`src/sv/pkcs1c_pkg.sv`:
```
// Shared types and constants for the PKCS#1 v1.5 padding checker.
`default_nettype none

package pkcs1c_pkg;

  localparam int MAX_BLOCK_BYTES = 512;
  localparam logic [9:0] PAD_OVERHEAD = 10'd11;
  localparam logic [9:0] MIN_PAD = 10'd8;
  localparam logic [9:0] COUNT_MAX = 10'h3FF;
  localparam logic [7:0] SEP_BYTE = 8'h00;
  localparam logic [7:0] PAD_FF = 8'hFF;

  localparam logic [1:0] BT_SIGN = 2'd1;
  localparam logic [1:0] BT_CRYPT = 2'd2;

  typedef enum logic [1:0] {
    CFG_BLOCK_TYPE    = 2'd0,
    CFG_MODULUS_BYTES = 2'd1,
    CFG_OUT_CAPACITY  = 2'd2
  } cfg_idx_t;

  typedef enum logic [3:0] {
    ST_OK          = 4'd0,
    ST_KEY_SMALL   = 4'd1,
    ST_BAD_LEAD    = 4'd2,
    ST_BAD_TYPE    = 4'd3,
    ST_BAD_PAD     = 4'd4,
    ST_NO_SEP      = 4'd5,
    ST_SHORT_PAD   = 4'd6,
    ST_TOO_LARGE   = 4'd7,
    ST_BAD_LENGTHS = 4'd8
  } status_t;

  typedef enum logic [2:0] {
    PH_LEAD = 3'd0,
    PH_TYPE = 3'd1,
    PH_PAD  = 3'd2,
    PH_DATA = 3'd3,
    PH_WAIT = 3'd4
  } phase_t;

  typedef struct packed {
    logic [1:0] block_type;
    logic [9:0] modulus_bytes;
    logic [9:0] out_capacity;
  } cfg_t;

  typedef struct packed {
    logic       has_result;
    logic       has_payload;
    logic [7:0] payload_byte;
    logic       done_res;
    status_t    status;
    logic [9:0] payload_len;
  } res_t;

endpackage

`default_nettype wire

```
`src/sv/pkcs1c_core.sv`:
```
// Per-byte check state and the single-pass padding check logic.
`default_nettype none

module pkcs1c_core
  import pkcs1c_pkg::*;
(
  input  wire logic       clk,
  input  wire logic       rst_n,
  input  wire cfg_t       cfg,
  input  wire logic       adv,
  input  wire logic [7:0] item_byte,
  input  wire logic [9:0] item_len,
  input  wire logic       item_last,
  output res_t            res
);

  phase_t     phase_r, phase_nxt, phase0;
  status_t    err_r, err_nxt, err_start, err0, err1;
  logic [9:0] byte_index_r, byte_index_nxt;
  logic [9:0] pad_count_r, pad_count_nxt, pad0;
  logic [9:0] payload_left_r, payload_left_nxt, left0, left_dec;
  logic [9:0] blk_total_r, blk_eff;
  logic [9:0] pay_total_r, pay_total_nxt, ptot0;
  logic [9:0] pay_room;
  logic [10:0] pos_p1, len_w, num_w;
  logic       first, final_byte, emit;

  assign first  = (byte_index_r == 10'd0);
  assign pos_p1 = {1'b0, byte_index_r} + 11'd1;
  assign len_w  = {1'b0, item_len};
  assign num_w  = {1'b0, cfg.modulus_bytes};

  // start-of-block checks, first failing one wins
  always_comb begin
    if (cfg.block_type == BT_CRYPT && (cfg.out_capacity == 10'd0 || item_len == 10'd0))
      err_start = ST_BAD_LENGTHS;
    else if (cfg.modulus_bytes < PAD_OVERHEAD)
      err_start = ST_KEY_SMALL;
    else if (cfg.block_type == BT_CRYPT && item_len > cfg.modulus_bytes)
      err_start = ST_BAD_LENGTHS;
    else if (len_w > 11'(MAX_BLOCK_BYTES))
      err_start = ST_BAD_LENGTHS;
    else if (num_w != len_w && num_w != len_w + 11'd1)
      err_start = ST_BAD_TYPE;
    else
      err_start = ST_OK;
  end

  assign blk_eff = first ? item_len : blk_total_r;
  assign err0    = first ? err_start : err_r;
  assign phase0  = first ? ((cfg.modulus_bytes == item_len) ? PH_LEAD : PH_TYPE) : phase_r;
  assign pad0    = first ? 10'd0 : pad_count_r;
  assign left0   = first ? 10'd0 : payload_left_r;
  assign ptot0   = first ? 10'd0 : pay_total_r;

  // byte count checks against the latched block length
  always_comb begin
    err1 = err0;
    if (err1 == ST_OK && byte_index_r >= blk_eff)
      err1 = ST_BAD_LENGTHS;
    if (err1 == ST_OK && item_last && pos_p1 < {1'b0, blk_eff})
      err1 = ST_BAD_LENGTHS;
  end

  assign final_byte = (pos_p1 == {1'b0, blk_eff});
  assign pay_room   = blk_eff - byte_index_r - 10'd1;
  assign left_dec   = (left0 != 10'd0) ? left0 - 10'd1 : left0;

  // next state
  always_comb begin
    phase_nxt        = phase0;
    err_nxt          = err1;
    pad_count_nxt    = pad0;
    payload_left_nxt = left0;
    pay_total_nxt    = ptot0;
    if (err1 == ST_OK) begin
      unique case (phase0)
        PH_LEAD: begin
          if (item_byte != SEP_BYTE) err_nxt = ST_BAD_LEAD;
          else                       phase_nxt = PH_TYPE;
        end
        PH_TYPE: begin
          if ((cfg.block_type != BT_SIGN && cfg.block_type != BT_CRYPT) ||
              item_byte != {6'd0, cfg.block_type})
            err_nxt = ST_BAD_TYPE;
          else if (final_byte)
            err_nxt = ST_NO_SEP;
          else
            phase_nxt = PH_PAD;
        end
        PH_PAD: begin
          if (item_byte == SEP_BYTE) begin
            if (pad0 < MIN_PAD) begin
              err_nxt = ST_SHORT_PAD;
            end else if (pay_room > cfg.out_capacity) begin
              err_nxt = ST_TOO_LARGE;
            end else begin
              pay_total_nxt    = pay_room;
              payload_left_nxt = pay_room;
              phase_nxt        = (pay_room != 10'd0) ? PH_DATA : PH_WAIT;
            end
          end else if (cfg.block_type == BT_SIGN && item_byte != PAD_FF) begin
            err_nxt = ST_BAD_PAD;
          end else begin
            if (pad0 < COUNT_MAX) pad_count_nxt = pad0 + 10'd1;
            if (final_byte) err_nxt = ST_NO_SEP;
          end
        end
        PH_DATA: begin
          payload_left_nxt = left_dec;
          if (left_dec == 10'd0) phase_nxt = PH_WAIT;
        end
        PH_WAIT: ;
        default: ;
      endcase
    end
    // block ends: rewind for the next one
    if (item_last) begin
      phase_nxt        = PH_LEAD;
      pad_count_nxt    = 10'd0;
      payload_left_nxt = 10'd0;
    end
  end

  assign byte_index_nxt = item_last ? 10'd0 :
                          (byte_index_r < COUNT_MAX) ? pos_p1[9:0] : COUNT_MAX;

  // outputs
  always_comb begin
    emit             = (err1 == ST_OK) && (phase0 == PH_DATA);
    res.has_result   = emit || item_last;
    res.has_payload  = emit;
    res.payload_byte = emit ? item_byte : 8'd0;
    res.done_res     = item_last;
    res.status       = item_last ? err_nxt : ST_OK;
    res.payload_len  = (item_last && err_nxt == ST_OK) ? pay_total_nxt : 10'd0;
  end

  always_ff @(posedge clk) begin
    if (!rst_n) begin
      phase_r        <= PH_LEAD;
      err_r          <= ST_OK;
      byte_index_r   <= 10'd0;
      pad_count_r    <= 10'd0;
      payload_left_r <= 10'd0;
      blk_total_r    <= 10'd0;
      pay_total_r    <= 10'd0;
    end else if (adv) begin
      phase_r        <= phase_nxt;
      err_r          <= err_nxt;
      byte_index_r   <= byte_index_nxt;
      pad_count_r    <= pad_count_nxt;
      payload_left_r <= payload_left_nxt;
      blk_total_r    <= blk_eff;
      pay_total_r    <= pay_total_nxt;
    end
  end

  a_last_rewinds: assert property (@(posedge clk) disable iff (!rst_n)
    adv && item_last |=> byte_index_r == 10'd0 && phase_r == PH_LEAD)
    else $error("block end did not rewind the byte position");

  a_index_steps: assert property (@(posedge clk) disable iff (!rst_n)
    adv && !item_last && byte_index_r != COUNT_MAX |=>
      byte_index_r == $past(byte_index_r) + 10'd1)
    else $error("byte position did not advance by one");

  a_data_has_left: assert property (@(posedge clk) disable iff (!rst_n)
    phase_r == PH_DATA |-> payload_left_r != 10'd0)
    else $error("data phase with no payload bytes left");

  a_payload_mid_block: assert property (@(posedge clk) disable iff (!rst_n)
    adv && res.has_payload |-> phase_r == PH_DATA && byte_index_r != 10'd0)
    else $error("payload byte outside the data phase");

endmodule

`default_nettype wire

```
`config.mk`:
```
export PLATFORM = sky130hd
export DESIGN_NAME = pkcs1c_core
export DESIGN_NICKNAME = d
export VERILOG_FILES = /design/src/sv/pkcs1c_pkg.sv /design/src/sv/pkcs1c_core.sv
export SDC_FILE = /design/constraint.sdc
export NUM_CORES = 1
export LEC_CHECK = 0
export BUFFER_PORTS_ARGS = -buffer_cell sky130_fd_sc_hd__buf_2
export CORE_MARGIN = 10
export CORE_UTILIZATION = 35
export CTS_BUF_LIST = sky130_fd_sc_hd__clkbuf_8
export DETAILED_ROUTE_END_ITERATION = 7
export PLACE_DENSITY_LB_ADDON = 0.08
export SLEW_MARGIN = 10
export SYNTH_ARGS = -nofsm -noshare
export SYNTH_HDL_FRONTEND = slang
export SYNTH_SLANG_ARGS = --single-unit
```
`constraint.sdc`:
```
create_clock -name clk -period 8.35 [get_ports clk]
set_input_delay 0.4175 -clock clk [delete_from_list [all_inputs] [get_ports clk]]
set_output_delay 0.4175 -clock clk [all_outputs]
set_load 0.005 [all_outputs]
```
==> qor.txt <==
==================================================================================
Die W ...............................................................     150.0 µm
Number of buffers added to fix hold violations after cts ............            0
Crit. End Element ...................................................   output pin
Flops & latches, synth ..............................................           57
Count of standard-cell rows .........................................           47
Maximum root-to-sink buffer count ...................................            2
Largest fanout on the critical path .................................           29
Detailed-router iteration count before antenna repair ...............            5
Per-cell via count in the routed design .............................        5.750
Proportion of netlist area held by the largest area contributor .....       0.1930
Syn nets ............................................................          898
Post-synthesis cell area ............................................     5912 µm²
Top-Level Pins ......................................................           69
CTS Buf Count .......................................................            9
Maximum VDD drop ....................................................   0.07557 mV
R2R Path End ........................................................ pay_total_r[4]$_SDFFE_PN0P_
Wire length per cell after detailed routing .........................     18.47 µm
Async SR Flop Fraction ..............................................            0
Final period util ...................................................       0.8983
Antenna violations before repair ....................................            0
Critical register-to-register path startpoint ....................... byte_index_r[1]$_SDFFE_PN0P_
Fraction of layout instances using a drive strength above 1 .........       0.1424
TritonCTS clock tree ................................................         done
Synthesis-to-layout area growth .....................................       11.03%
Arrival time of the worst setup path ................................      7.08 ns
Area enclosed by the die boundary ...................................    22490 µm²
H-Tree Depth ........................................................            3
Nature of the critical path startpoint ..............................    flip-flop
Aggregate routed wire length ........................................     19760 µm
Number of gates resized after cts ...................................            0
Max Cap Viol ........................................................            0
Largest area contributor in the synthesized netlist .................      dfxtp_1
Register area share after synthesis .................................       0.1930
Count of cell types in the netlist ..................................           75
Placer Congestion ...................................................       0.9006
Final number of setup-violating endpoints ...........................            0
Net count, final ....................................................          945
Gate count of the mapped netlist ....................................          798
Post-route core utilization .........................................       0.3958
Main area contributors after synthesis .............................. dfxtp_1, ha_1, nand2_1
Number of cell instances on the worst register-to-register path .....           22
TritonCTS Sinks .....................................................           57
Remaining number of nets flagged by the antenna check after routing .            0
Max transition margin ...............................................       0.3502
CTS root buf ........................................................     clkbuf_8
Post-route DRC violation count ......................................            0
Summed area of non-filler cells in the final layout .................     6564 µm²
Uppermost layer routed ..............................................         met4
Worst-case hold slack ...............................................    0.3806 ns
Leading post-synthesis cells by instance count ...................... nand2_1, nor2_1, dfxtp_1
Finished Layout Cells ...............................................         1070
RSZ-0062 raised after global routing ................................           no
Register-to-Register Setup Slack ....................................      1.52 ns
Grt ovf .............................................................            0
Layout Skew .........................................................   0.01479 ns
Antenna fix cells ...................................................            0
Clk slew on worst S/H paths .........................................      0.08 ns
Met1 layer wirelength in the final routing ..........................      9226 µm
DIE HEIGHT ..........................................................     150.0 µm
Mapped Avg Cell Area ................................................    7.408 µm²
Slack of the critical path ..........................................    0.8489 ns
Most frequently used flop master after synthesis ....................      dfxtp_1
Ys Warns ............................................................            0
Time the final worst path needs with I/O delays and setup ...........     7.501 ns
Via count ...........................................................         6152
End point of the most critical hold path ............................ err_r[1]$_SDFFE_PN0P_
Number of I/O port buffers ..........................................           68
Filler cells ........................................................         1782
DR WL met3 ..........................................................      1201 µm
Outcome ............................................................. finished clean
Cell area reported after detailed placement .........................     6382 µm²
DRC marker count from the first detailed-route iteration ............          398
Classification of the worst-slack hold path .........................       in2reg
Post-placement worst setup slack ....................................     1.254 ns
Post-detail-place hpwl ..............................................     15280 µm
Total global-route track usage ......................................       0.1748
Max Fclk ............................................................   0.1333 GHz
Leak pwr ............................................................     2.782 nW
Number of instances on the worst hold path ..........................            3
Slew @ Worst Pin ....................................................    0.9658 ns
Initial cell density of the core ....................................       0.3565
Launch point of the worst hold path .................................        rst_n
Most common cell in the synthesized netlist .........................      nand2_1
Number of synthesized flops with an enable pin ......................            0
Final sum of negative setup slack ...................................         0 ns
Via count of the first global-routing pass ..........................         5920
Post-CTS setup buffer count .........................................            0
Worst path required time ............................................      7.93 ns
Placed Cells ........................................................         1054
Core area ...........................................................    16580 µm²
Number of hold violations in the final report .......................            0
Wire length of the first global-routing pass ........................     31530 µm
Category of the critical setup timing path ..........................      reg2out
Final Total Pwr .....................................................    0.7668 mW
Clock latency on the worst-skew pair ................................      0.37 ns
Met2 WL .............................................................      9010 µm
Max-slew violation total from the final report ......................            0
Power density cells ................................................. 116.8 nW/µm²
Pin count of the biggest net entering global routing ................           58
==================================================================================
-- where the power goes --
group	total (mW)	internal (mW)	leakage (nW)	switching (mW)
Clock	0.248	0.122	0.0911	0.126
Combinational	0.236	0.0803	2.23	0.156
Sequential	0.283	0.278	0.463	0.00490
-- critical path, stage by stage (launching register included) --
cell and delay [ns]:
dfxtp_1 0.33, inv_1 0.15, ha_1 0.18, nor4b_1 0.34
and3_1 0.55, buf_4 0.43, mux2i_1 0.33, inv_1 0.12
fa_1 0.45, a21o_1 0.20, a221oi_1 0.36, o21bai_1 0.10
a21oi_1 0.19, xnor2_1 0.18, ha_1 0.24, nor3_1 0.25
o211ai_1 0.13, o21ai_0 0.50, nand4_1 0.28, a2111oi_4 0.76
buf_4 0.27, nor2_1 0.05, a21oi_1 0.12, nor3_1 0.06
buf_2 0.15
-- worst max path at each step --
stage	start	endpoint	slack, ns	cells after the start
2_1_floorplan	byte_index_r[1]$_SDFFE_PN0P_	res[1]	2.22	25
3_3_place_gp	byte_index_r[1]$_SDFFE_PN0P_	res[7]	1.57	24
3_5_place_dp	byte_index_r[1]$_SDFFE_PN0P_	res[1]	1.25	24
4_1_cts	byte_index_r[1]$_SDFFE_PN0P_	res[1]	0.84	24
5_1_grt	byte_index_r[1]$_SDFFE_PN0P_	res[1]	0.12	24
6_report	byte_index_r[1]$_SDFFE_PN0P_	res[1]	0.85	24
-- metal layers --
layer,vias up,track usage
met2,174,0.2786
met3,20,0.03442
met4,0,0.05685
li1,3042,-
met1,2916,0.2312
met5,-,0
-- flip-flops by register name, summed over array words and instances (netlist names) --
register        cells
blk_total_r        10
byte_index_r       10
pad_count_r        10
pay_total_r        10
payload_left_r     10
err_r               4
phase_r             3
-- cells in the final DEF, fill, tap and decap left out, types with 16 or more instances in the layout --
master,instances
nand4_1,17
nor2_1,68
nand3_1,34
ha_1,55
buf_2,68
a211oi_1,19
inv_1,56
and2_1,17
dfxtp_1,57
xnor2_1,16
a21oi_1,42
nand2_1,90
o21ai_0,35
nor3_1,30
-- layout make-up --
class / count / area [µm²] / share of cell area
multi-input cells: 644 / 4352 / 0.6630
flip-flops and latches: 57 / 1141 / 0.1738
repair buffers: 76 / 400.4 / 0.06100
well taps: 220 / 275.3 / 0.04194
inverters: 57 / 214.0 / 0.03260
clock buffers: 11 / 151.4 / 0.02307
clock inverters: 5 / 30.03 / 0.004575
-- cells by family (layout without fill, tap and decap cells) --
kind of cell / count (synthesis) / in the layout / synth area share
multiplexers: 14 / 14 / 0.02434
AND/OR/NAND/NOR: 332 / 332 / 0.2870
adder cells (fa/ha/maj): 56 / 56 / 0.1198
flip-flops: 57 / 57 / 0.1930
buffers and inverters: 97 / 149 / 0.07090
AO/OA/AOI/OAI: 217 / 217 / 0.2679
XOR/XNOR: 25 / 25 / 0.03704
(Power assumes the default switching activity.)
